**src/rtl/core/tlv_stream_deframer_defines.svh**
```systemverilog
// Assertion macros shared by the deframer RTL files.
`ifndef TLV_STREAM_DEFRAMER_DEFINES_SVH
`define TLV_STREAM_DEFRAMER_DEFINES_SVH

// Same-cycle implication, checked on every rising edge outside reset.
`define TLVD_ASSERT_NOW(lbl, ante, cons, msg) \
    lbl: assert property (@(posedge clk) disable iff (!rst_n) (ante) |-> (cons)) \
        else $error(msg);

// Next-cycle implication, checked on every rising edge outside reset.
`define TLVD_ASSERT_NEXT(lbl, ante, cons, msg) \
    lbl: assert property (@(posedge clk) disable iff (!rst_n) (ante) |=> (cons)) \
        else $error(msg);

`endif

```
**src/rtl/core/tlvd_pkg.sv**
```systemverilog
// Types and constants shared by the deframer modules.
package tlvd_pkg;

    // Depth of the result queue in front of the output channel.
    localparam int QUEUE_DEPTH_DEFAULT = 4;

    // Configuration register indexes.
    localparam logic [1:0] REG_FORMAT     = 2'd0;
    localparam logic [1:0] REG_FILTER_EN  = 2'd1;
    localparam logic [1:0] REG_FILTER_TAG = 2'd2;

    // Result kinds.
    typedef enum logic [2:0] {
        KIND_HEADER   = 3'd0,
        KIND_VALUE    = 3'd1,
        KIND_DONE     = 3'd2,
        KIND_NOTFOUND = 3'd3,
        KIND_TRUNC    = 3'd4,
        KIND_OVERRUN  = 3'd5
    } kind_t;

    // Parse phase, one-hot.
    typedef enum logic [1:0] {
        PH_HEADER = 2'b01,
        PH_VALUE  = 2'b10
    } phase_t;

    // One result item.
    typedef struct packed {
        kind_t       kind;
        logic [15:0] tag;
        logic [15:0] length;
        logic [7:0]  value_byte;
        logic [15:0] value_offset;
        logic        last;
    } result_t;

    // Which of the two result slots of one byte are filled.
    typedef struct packed {
        logic v0;
        logic v1;
    } push_t;

endpackage

```
**src/rtl/core/tlv_stream_deframer.sv**
```systemverilog
// Top level of the streaming tag-length-value deframer.
//
// Bytes of a message enter on the s_ channel: s_tdata carries the byte, s_tuser
// marks the first byte of a message and s_tlast the final one. Results leave on
// the m_ channel: m_tuser gives the kind, m_tdata the tag, length, value byte and
// offset, and m_tlast ends an element's value or a message's status request.
// The cfg_ port writes the format, filter enable and filter tag registers.
// The user must use it only while the block is idle; the block does not enforce it.
// An accepted byte is held in the input register, passes the parser, and its
// results are written into the result queue that drives the m_ channel. The
// block takes one byte per cycle while the queue has two entries free; a
// message-end byte that also ends a header or value of a matching tag gives two
// results, which are written into the queue together.
// Throughput is set by the result queue, which drains one request per cycle while m_tready is high.
// Reset clears the registers to their defaults, the parse state and the queue.
// When the receiver stalls, results wait in the queue of QUEUE_DEPTH entries and
// s_tready falls once fewer than two entries are free and the input register is
// full; no request is lost.
module tlv_stream_deframer
    import tlvd_pkg::*;
#(
    parameter int QUEUE_DEPTH = QUEUE_DEPTH_DEFAULT
)
(
    input  logic        clk,
    input  logic        rst_n,
    input  logic        cfg_we,
    input  logic [1:0]  cfg_index,
    input  logic [15:0] cfg_data,
    input  logic        s_tvalid,
    output logic        s_tready,
    input  logic [7:0]  s_tdata,   // [7:0] data_byte
    input  logic [0:0]  s_tuser,   // [0] first_of_message
    input  logic        s_tlast,
    output logic        m_tvalid,
    input  logic        m_tready,
    output logic [55:0] m_tdata,   // [15:0] tag, [31:16] length, [39:32] value_byte,
                                   // [55:40] value_offset
    output logic [2:0]  m_tuser,   // [2:0] kind
    output logic        m_tlast
);

    logic       in_valid_reg;
    logic [7:0] in_byte_reg;
    logic       in_first_reg;
    logic       in_last_reg;
    logic       room2;
    logic       consume;
    push_t      push;
    push_t      push_q;
    result_t    res0;
    result_t    res1;
    result_t    out_res;

    // The input register is emptied into the parser when the queue has room.
    assign consume  = in_valid_reg && room2;
    assign s_tready = !in_valid_reg || consume;

    always_ff @(posedge clk or negedge rst_n)
    begin
        if (!rst_n)
            in_valid_reg <= 1'b0;
        else if (s_tvalid && s_tready)
            in_valid_reg <= 1'b1;
        else if (consume)
            in_valid_reg <= 1'b0;
    end

    always_ff @(posedge clk)
    begin
        if (s_tvalid && s_tready)
        begin
            in_byte_reg  <= s_tdata;
            in_first_reg <= s_tuser[0];
            in_last_reg  <= s_tlast;
        end
    end

    tlvd_parser u_parser (
        .clk              (clk),
        .rst_n            (rst_n),
        .cfg_we           (cfg_we),
        .cfg_index        (cfg_index),
        .cfg_data         (cfg_data),
        .consume          (consume),
        .data_byte        (in_byte_reg),
        .first_of_message (in_first_reg),
        .last_of_message  (in_last_reg),
        .push             (push),
        .res0             (res0),
        .res1             (res1)
    );

    tlvd_out_queue #(
        .DEPTH (QUEUE_DEPTH)
    ) u_queue (
        .clk       (clk),
        .rst_n     (rst_n),
        .push      (push_q),
        .res0      (res0),
        .res1      (res1),
        .room2     (room2),
        .out_valid (m_tvalid),
        .out_ready (m_tready),
        .out_res   (out_res)
    );

    // Results are pushed only on the cycle the parser takes the byte.
    always_comb
    begin
        push_q.v0 = push.v0 && consume;
        push_q.v1 = push.v1 && consume;
    end

    assign m_tdata = {out_res.value_offset, out_res.value_byte, out_res.length, out_res.tag};
    assign m_tuser = out_res.kind;
    assign m_tlast = out_res.last;

endmodule

```
**src/rtl/core/tlvd_parser.sv**
```systemverilog
// Header and value parser: configuration registers, parse state and result build.
`include "tlv_stream_deframer_defines.svh"

module tlvd_parser
    import tlvd_pkg::*;
(
    input  logic        clk,
    input  logic        rst_n,
    input  logic        cfg_we,
    input  logic [1:0]  cfg_index,
    input  logic [15:0] cfg_data,
    input  logic        consume,
    input  logic [7:0]  data_byte,
    input  logic        first_of_message,
    input  logic        last_of_message,
    output push_t       push,
    output result_t     res0,
    output result_t     res1
);

    logic        fmt_reg;
    logic        fen_reg;
    logic [15:0] ftag_reg;

    phase_t      phase_reg, phase_next;
    logic [1:0]  hc_reg, hc_next;
    logic [15:0] tag_reg, tag_next;
    logic [15:0] len_reg, len_next;
    logic [15:0] vc_reg, vc_next;
    logic        seen_reg, seen_next;

    // Configuration registers.
    always_ff @(posedge clk or negedge rst_n)
    begin
        if (!rst_n)
        begin
            fmt_reg  <= 1'b0;
            fen_reg  <= 1'b0;
            ftag_reg <= 16'h0000;
        end
        else if (cfg_we)
        begin
            case (cfg_index)
                REG_FORMAT:     fmt_reg  <= cfg_data[0];
                REG_FILTER_EN:  fen_reg  <= cfg_data[0];
                REG_FILTER_TAG: ftag_reg <= cfg_data;
                default:        ;
            endcase
        end
    end

    // Per-byte parse: header assembly, value counting and status at message end.
    always_comb
    begin
        phase_t      ph_c;
        logic [1:0]  hc_c;
        logic [15:0] tag_c;
        logic [15:0] len_c;
        logic [15:0] vc_c;
        logic        seen_c;
        logic [1:0]  hc_inc;
        logic        complete;
        logic        match;
        logic        elem_end;
        kind_t       status;

        ph_c   = first_of_message ? PH_HEADER : phase_reg;
        hc_c   = first_of_message ? 2'd0 : hc_reg;
        tag_c  = first_of_message ? 16'h0000 : tag_reg;
        len_c  = first_of_message ? 16'h0000 : len_reg;
        vc_c   = first_of_message ? 16'h0000 : vc_reg;
        seen_c = first_of_message ? 1'b0 : seen_reg;

        phase_next = ph_c;
        hc_next    = hc_c;
        tag_next   = tag_c;
        len_next   = len_c;
        vc_next    = vc_c;
        seen_next  = seen_c;
        hc_inc     = hc_c + 2'd1;
        complete   = 1'b0;
        match      = 1'b0;
        elem_end   = 1'b0;
        status     = KIND_DONE;

        push.v0 = 1'b0;
        push.v1 = 1'b0;
        res0.kind         = KIND_HEADER;
        res0.tag          = 16'h0000;
        res0.length       = 16'h0000;
        res0.value_byte   = 8'h00;
        res0.value_offset = 16'h0000;
        res0.last         = 1'b0;
        res1 = res0;

        if (ph_c == PH_HEADER)
        begin
            if (!fmt_reg)
            begin
                if (hc_c == 2'd0)
                begin
                    tag_next = {8'h00, data_byte};
                    len_next = 16'h0000;
                end
                else
                begin
                    len_next = {8'h00, data_byte};
                end
            end
            else
            begin
                case (hc_c)
                    2'd0:
                    begin
                        tag_next = {data_byte, 8'h00};
                        len_next = 16'h0000;
                    end
                    2'd1: tag_next = {tag_c[15:8], data_byte};
                    2'd2: len_next = {data_byte, 8'h00};
                    default: len_next = {len_c[15:8], data_byte};
                endcase
            end
            complete = fmt_reg ? (hc_inc == 2'd0) : (hc_inc >= 2'd2 || hc_inc == 2'd0);
            hc_next  = complete ? 2'd0 : hc_inc;
            if (complete)
            begin
                match = !fen_reg || (tag_next == ftag_reg);
                if (match)
                begin
                    seen_next = seen_c | fen_reg;
                    push.v0   = 1'b1;
                    res0.kind   = KIND_HEADER;
                    res0.tag    = tag_next;
                    res0.length = len_next;
                end
                if (len_next != 16'h0000)
                begin
                    phase_next = PH_VALUE;
                    vc_next    = 16'h0000;
                end
            end
        end
        else
        begin
            match    = !fen_reg || (tag_c == ftag_reg);
            elem_end = ({1'b0, vc_c} + 17'd1) >= {1'b0, len_c};
            if (match)
            begin
                push.v0 = 1'b1;
                res0.kind         = KIND_VALUE;
                res0.tag          = tag_c;
                res0.length       = len_c;
                res0.value_byte   = data_byte;
                res0.value_offset = vc_c;
                res0.last         = elem_end;
            end
            vc_next = vc_c + 16'd1;
            if (elem_end)
            begin
                phase_next = PH_HEADER;
                vc_next    = 16'h0000;
            end
        end

        // Status at message end; errors take precedence over tag not found.
        if (last_of_message)
        begin
            if (phase_next != PH_HEADER)
                status = KIND_OVERRUN;
            else if (hc_next != 2'd0)
                status = KIND_TRUNC;
            else if (fen_reg && !seen_next)
                status = KIND_NOTFOUND;
            else
                status = KIND_DONE;
            push.v1     = 1'b1;
            res1.kind   = status;
            res1.tag    = tag_next;
            res1.length = len_next;
            res1.last   = 1'b1;

            phase_next = PH_HEADER;
            hc_next    = 2'd0;
            tag_next   = 16'h0000;
            len_next   = 16'h0000;
            vc_next    = 16'h0000;
            seen_next  = 1'b0;
        end
    end

    // Parse state, advanced once per consumed byte.
    always_ff @(posedge clk or negedge rst_n)
    begin
        if (!rst_n)
        begin
            phase_reg <= PH_HEADER;
            hc_reg    <= 2'd0;
            tag_reg   <= 16'h0000;
            len_reg   <= 16'h0000;
            vc_reg    <= 16'h0000;
            seen_reg  <= 1'b0;
        end
        else if (consume)
        begin
            phase_reg <= phase_next;
            hc_reg    <= hc_next;
            tag_reg   <= tag_next;
            len_reg   <= len_next;
            vc_reg    <= vc_next;
            seen_reg  <= seen_next;
        end
    end

    // A value phase is only entered from a finished header with a non-zero length.
    `TLVD_ASSERT_NOW(a_value_no_header, phase_reg == PH_VALUE, hc_reg == 2'd0, "value phase with partial header")
    `TLVD_ASSERT_NOW(a_value_len, phase_reg == PH_VALUE, len_reg != 16'h0000, "value phase with zero length")
    // The message end returns the parser to a clean header phase.
    `TLVD_ASSERT_NEXT(a_end_clears, consume && last_of_message, phase_reg == PH_HEADER && hc_reg == 2'd0 && !seen_reg, "state not cleared at message end")

endmodule

```
**src/rtl/core/tlvd_out_queue.sv**
```systemverilog
// Result queue that takes up to two results a cycle and feeds the output channel.
`include "tlv_stream_deframer_defines.svh"

module tlvd_out_queue
    import tlvd_pkg::*;
#(
    parameter int DEPTH = QUEUE_DEPTH_DEFAULT
)
(
    input  logic    clk,
    input  logic    rst_n,
    input  push_t   push,
    input  result_t res0,
    input  result_t res1,
    output logic    room2,
    output logic    out_valid,
    input  logic    out_ready,
    output result_t out_res
);

    localparam int PTR_W = (DEPTH > 2) ? $clog2(DEPTH) : 1;
    localparam int CNT_W = $clog2(DEPTH + 1);

    result_t          mem_reg [DEPTH];
    logic [PTR_W-1:0] wr_ptr_reg, wr_ptr_next;
    logic [PTR_W-1:0] rd_ptr_reg, rd_ptr_next;
    logic [CNT_W-1:0] count_reg, count_next;
    logic [PTR_W-1:0] wr_ptr_inc;
    logic [1:0]       push_n;
    logic             pop;

    function automatic logic [PTR_W-1:0] ptr_inc(input logic [PTR_W-1:0] p);
        ptr_inc = (p == PTR_W'(DEPTH - 1)) ? '0 : p + PTR_W'(1);
    endfunction

    // Occupancy and pointer bookkeeping.
    always_comb
    begin
        push_n      = {1'b0, push.v0} + {1'b0, push.v1};
        pop         = out_valid && out_ready;
        wr_ptr_inc  = ptr_inc(wr_ptr_reg);
        wr_ptr_next = (push_n == 2'd2) ? ptr_inc(wr_ptr_inc)
                    : (push_n == 2'd1) ? wr_ptr_inc : wr_ptr_reg;
        rd_ptr_next = pop ? ptr_inc(rd_ptr_reg) : rd_ptr_reg;
        count_next  = count_reg + CNT_W'(push_n) - CNT_W'(pop);
    end

    assign room2     = count_reg <= CNT_W'(DEPTH - 2);
    assign out_valid = count_reg != '0;
    assign out_res   = mem_reg[rd_ptr_reg];

    always_ff @(posedge clk or negedge rst_n)
    begin
        if (!rst_n)
        begin
            wr_ptr_reg <= '0;
            rd_ptr_reg <= '0;
            count_reg  <= '0;
        end
        else
        begin
            wr_ptr_reg <= wr_ptr_next;
            rd_ptr_reg <= rd_ptr_next;
            count_reg  <= count_next;
        end
    end

    // Entry storage; a lone status result takes the first free slot.
    always_ff @(posedge clk)
    begin
        if (push.v0)
        begin
            mem_reg[wr_ptr_reg] <= res0;
            if (push.v1)
                mem_reg[wr_ptr_inc] <= res1;
        end
        else if (push.v1)
        begin
            mem_reg[wr_ptr_reg] <= res1;
        end
    end

    // Requests are only pushed while two entries are free.
    `TLVD_ASSERT_NOW(a_no_overflow, push.v0 || push.v1, room2, "result queue overflow")
    `TLVD_ASSERT_NEXT(a_count_track, 1'b1, count_reg == $past(count_reg) + CNT_W'($past(push_n)) - CNT_W'($past(pop)), "queue count out of step")

endmodule
```
**config.mk**
```make
export PLATFORM = sky130hd
export DESIGN_NAME = tlv_stream_deframer
export DESIGN_NICKNAME = d
export VERILOG_FILES = /design/src/rtl/core/tlvd_pkg.sv /design/src/rtl/core/tlv_stream_deframer.sv /design/src/rtl/core/tlvd_parser.sv /design/src/rtl/core/tlvd_out_queue.sv
export VERILOG_INCLUDE_DIRS = /design/src /design/src/rtl/core
export SDC_FILE = /design/constraint.sdc
export NUM_CORES = 1
export LEC_CHECK = 0
export BUFFER_PORTS_ARGS = -buffer_cell sky130_fd_sc_hd__buf_4
export CAP_MARGIN = 20
export CORE_ASPECT_RATIO = 1.2
export CORE_MARGIN = 10
export CORE_UTILIZATION = 64
export CTS_BUF_LIST = sky130_fd_sc_hd__clkbuf_2
export DETAILED_ROUTE_END_ITERATION = 6
export PLACE_DENSITY_LB_ADDON = 0.08
export SLEW_MARGIN = 20
export SYNTH_ARGS = -nofsm -noshare
export SYNTH_HDL_FRONTEND = slang
export SYNTH_SLANG_ARGS = --single-unit
```
**constraint.sdc**
```tcl
create_clock -name clk -period 7.1 [get_ports clk]
set_clock_uncertainty 0.1 [all_clocks]
set_input_delay 2.13 -clock clk [delete_from_list [all_inputs] [get_ports clk]]
set_output_delay 2.13 -clock clk [all_outputs]
set_load 0.005 [all_outputs]
```
==> key figures <==
Detailed routing
  – Drt wl/cell: ~24 um
  – Overall via count from detail_route: 14638
  – Post-detailed-route DRC marker count: 0
  – Detailed Route WL: 52000 um
  – Violation count after the first detailed-routing iteration: about 1800
  – Antenna-violating nets left: 0
  – Via-per-instance ratio: a little under 7
  – First-pass iteration count of the detailed router: 6

Die
  – Starting Density: between 60% and 70%
  – Cell Rows: 67
  – Io pins: 95
  – Vert. Die Dim: ~200 um
  – Die outline area: 0.0353 mm^2
  – Width of the die: ~170 um
  – Placeable core area: between 0.02 and 0.03 mm^2

Critical path
  – Required time of the critical path: 7.89 ns
  – Minimum setup slack among reg-to-reg paths: 1.11 ns
  – Critical path capture point type: register
  – Capturing point of the worst reg2reg path: u_queue.mem_reg[3][19]
  – Arrival @ worst endpoint: about 6.8 ns
  – Startpoint class of the critical path: register
  – Number of cells on the worst reg-to-reg path: 16
  – Maximum fanout along the worst path: 24
  – Critical path class: register to register
  – RR Startpoint: u_parser.hc_reg[1]

Placement
  – Port-buffer cells: 94
  – Routability cong.: around 0.96
  – Placed cells: approximately 2000
  – Placed wire-length estimate after detailed placement: between 30000 and 40000 um

Layout
  – Layout cell share with drive strength beyond 1: about a fifth
  – Area of combinational cells with multiple inputs: a little under 0.009 mm^2
  – Layout filler cell count: between 2000 and 2500
  – Sequential Area: 0.00853 mm^2
  – Final #Nets: ~1800
  – Area Overhead vs Synth: 8.84%
  – Non-filler instance count after layout: ~2200
  – Number of flip-flops under the largest register name: 240

Global routing
  – Via count of the first global-routing pass: roughly 14000
  – Largest net degree at the start of global routing: between 80 and 90
  – Global-route usage over all layers: between 20 and 30%
  – Global-route wire length before repair: around 82000 um
  – Remaining Overflow, GRT: 0
  – Number of antenna violations at the first check in global routing: 1

Power and ir drop
  – Worst ir drop on vdd: roughly 0.27 mV
  – Overall power of the completed layout: roughly 6.3 mW
  – Leak pwr: 7.38 nW
  – Power per unit of standard cell area: roughly 320 mW/mm^2

Yosys
  – Synth cell types: 90
  – Net count of the mapped netlist: around 1700
  – Warnings from Yosys: 0
  – Area share of the largest cell type after synthesis: about a quarter
  – Post-synthesis average cell area: 10.8 um^2
  – Instance count of the mapped netlist: approximately 1700
  – Ys async rst share: between 20% and 30%
  – Register bit count reported by yosys: 329
  – Post-synth EDFFs: about 150
  – Post-Synthesis Cell Area: 0.0180 mm^2
  – Share of the yosys chip area belonging to registers: between 40% and 50%
  – Top area cells in the synthesized netlist: sky130_fd_sc_hd__edfxtp_1 (26%), sky130_fd_sc_hd__dfrtp_1 (11%), sky130_fd_sc_hd__dfxtp_1 (11%)
  – Dominant synthesized flop cell: sky130_fd_sc_hd__edfxtp_1
  – Cell taking the most area after synthesis: sky130_fd_sc_hd__edfxtp_1

Timing
  – Sum Neg Setup Slack: 0 ns
  – Worst Hold Margin: between 0.3 and 0.4 ns
  – RSZ-0062 raised after global routing: false
  – Final critical path time including I/O delays and setup: 5.99 ns
  – Measured slew at the worst slew-check pin: about 1.1 ns
  – Number of max-slew violations in the final report: 0
  – Final number of setup-violating endpoints: 0
  – Ratio of final minimum period to clock period: a little over four fifths
  – Max frequency: 0.167 GHz
  – Headroom to the max-slew limit: 23.8%
  – Final Hold Fails: 0

Worst hold path
  – Worst hold path class: register to register
  – Endpoint of the worst hold-timing path: u_queue.mem_reg[2][20]
  – Hold Path Origin: u_queue.mem_reg[2][20]
  – WHS Path Cells: 1

Run
  – Max-cap violations: 0

Clock tree
  – Clock Path Buffers: 3
  – Cts-stage hold buffer count: 0
  – Number of gates resized after CTS: 0
  – Buffer cell driving the clock tree root: sky130_fd_sc_hd__clkbuf_2
  – Cts bufs inserted: 79
  – Latest clock arrival within the worst-skew pair: 1.01 ns
  – Buffers inserted during post-CTS setup optimization: 0
  – CTS tree: yes
  – Depth of the CTS H-tree: 3
  – Number of clock sinks: around 330
  – Clock Pin Slew Worst Setup and Hold Paths: approximately 0.11 ns

Status
  – Outcome: complete, no violations
-- power by group --
part / leakage (nW) / internal (mW) / switching, mW
clock network: 0.572 / 0.525 / 0.791
logic: 3.54 / 0.929 / 1.35
registers: 3.26 / 2.26 / 0.433
total: 7.38 / 3.72 / 2.58
-- synth_stat cells (all sizes together), types with 41 or more instances --
| master | count |
|---|---|
| a21oi | 54 |
| a221o | 41 |
| a22o | 108 |
| buf | 59 |
| clkbuf | 97 |
| dfrtp | 78 |
| dfxtp | 96 |
| edfxtp | 154 |
| mux4 | 60 |
| nand2 | 162 |
| nor2 | 94 |
| nor2b | 41 |
| o21ai | 83 |
| o22ai | 50 |
| o2bb2ai | 41 |
-- final cells by class --
| cell class | count | area share, % |
|---|---|---|
| diodes | 1 | 0.0128 |
| clock inverters | 23 | 0.766 |
| flip-flops and latches | 329 | 43.5 |
| repair buffers | 129 | 5.02 |
| inverters | 37 | 0.708 |
| clock buffers | 121 | 3.09 |
| multi-input cells | 1146 | 44.5 |
| well taps | 379 | 2.42 |
-- critical path, stage by stage (launching register included) --
cell and delay, ns:
sky130_fd_sc_hd__dfrtp_1 0.61, sky130_fd_sc_hd__nand2b_1 0.27, sky130_fd_sc_hd__ha_1 0.45, sky130_fd_sc_hd__nor2_4 0.38, sky130_fd_sc_hd__a221oi_1 0.15, sky130_fd_sc_hd__a31oi_2 0.39, sky130_fd_sc_hd__xor2_1 0.20, sky130_fd_sc_hd__nor4_4 0.73
sky130_fd_sc_hd__a31oi_4 0.16, sky130_fd_sc_hd__nand2b_1 0.13, sky130_fd_sc_hd__nand2_1 0.10, sky130_fd_sc_hd__ha_1 0.27, sky130_fd_sc_hd__nor2_1 0.28, sky130_fd_sc_hd__and3_1 0.44, sky130_fd_sc_hd__and2_1 0.56, sky130_fd_sc_hd__buf_4 0.44
sky130_fd_sc_hd__a22o_1 0.21
-- how the worst max path moves through the flow --
stage / start / endpoint / cells past startpoint
4_1_cts: u_parser.hc_reg[1] / u_queue.mem_reg[3][19] / 16
2_1_floorplan: in_first_reg / u_queue.mem_reg[1][28] / 22
5_1_grt: u_parser.hc_reg[1] / u_queue.mem_reg[3][11] / 16
3_5_place_dp: u_parser.hc_reg[1] / u_queue.mem_reg[0][13] / 16
6_report: u_parser.hc_reg[1] / u_queue.mem_reg[3][19] / 16
3_3_place_gp: u_parser.hc_reg[1] / u_queue.mem_reg[3][9] / 16
-- routing by layer --
layer / wire length, um / track usage [%]
met1: 21100 / 38.4
met2: 24400 / 45.6
met3: 5070 / 6.29
met4: 1550 / 11.3
met5: 0 / 0
-- cells in the final DEF, fill, tap and decap left out, types with 13 or more instances in the layout --
| cell | Yosys | final |
|---|---|---|
| sky130_fd_sc_hd__a21oi_1 | 54 | 52 |
| sky130_fd_sc_hd__a221o_1 | 41 | 41 |
| sky130_fd_sc_hd__a22o_1 | 108 | 108 |
| sky130_fd_sc_hd__a22oi_1 | 13 | 13 |
| sky130_fd_sc_hd__a31oi_1 | 16 | 16 |
| sky130_fd_sc_hd__and2_1 | 18 | 18 |
| sky130_fd_sc_hd__buf_4 | 9 | 127 |
| sky130_fd_sc_hd__clkbuf_2 | 0 | 121 |
| sky130_fd_sc_hd__clkinv_1 | 1 | 17 |
| sky130_fd_sc_hd__dfrtp_1 | 78 | 76 |
| sky130_fd_sc_hd__dfxtp_1 | 96 | 96 |
| sky130_fd_sc_hd__edfxtp_1 | 154 | 154 |
| sky130_fd_sc_hd__ha_1 | 36 | 36 |
| sky130_fd_sc_hd__inv_1 | 35 | 35 |
| sky130_fd_sc_hd__mux2_2 | 22 | 22 |
| sky130_fd_sc_hd__mux4_2 | 60 | 60 |
| sky130_fd_sc_hd__nand2_1 | 162 | 161 |
| sky130_fd_sc_hd__nand2b_1 | 25 | 25 |
| sky130_fd_sc_hd__nand3_1 | 34 | 34 |
| sky130_fd_sc_hd__nor2_1 | 91 | 90 |
| sky130_fd_sc_hd__nor2b_1 | 41 | 41 |
| sky130_fd_sc_hd__nor3_1 | 26 | 26 |
| sky130_fd_sc_hd__o211ai_1 | 15 | 15 |
| sky130_fd_sc_hd__o21ai_0 | 59 | 59 |
| sky130_fd_sc_hd__o21ai_1 | 24 | 24 |
| sky130_fd_sc_hd__o22ai_1 | 50 | 50 |
| sky130_fd_sc_hd__o2bb2ai_1 | 41 | 41 |
| sky130_fd_sc_hd__xnor2_1 | 18 | 18 |
-- cell families after synthesis --
group	after synthesis	synth area share, %
AO/OA/AOI/OAI	516	21.8
buffers and inverters	193	4.44
flip-flops	329	47.3
XOR/XNOR	29	1.41
multiplexers	84	8.99
adder cells (fa/ha/maj)	37	2.61
AND/OR/NAND/NOR	480	13.4
-- stage by stage --
step	utilization, %	setup slack, ns	area [um^2]
3_5_place_dp	67.7	1.36	18800
3_3_place_gp	67.7	1.48	18800
2_1_floorplan	-	1.69	18000
5_1_grt	70.5	0.776	19600
4_1_cts	70.4	1.31	19600
6_report	70.5	1.11	19600
No activity file was read; power rests on OpenSTA's default activity.
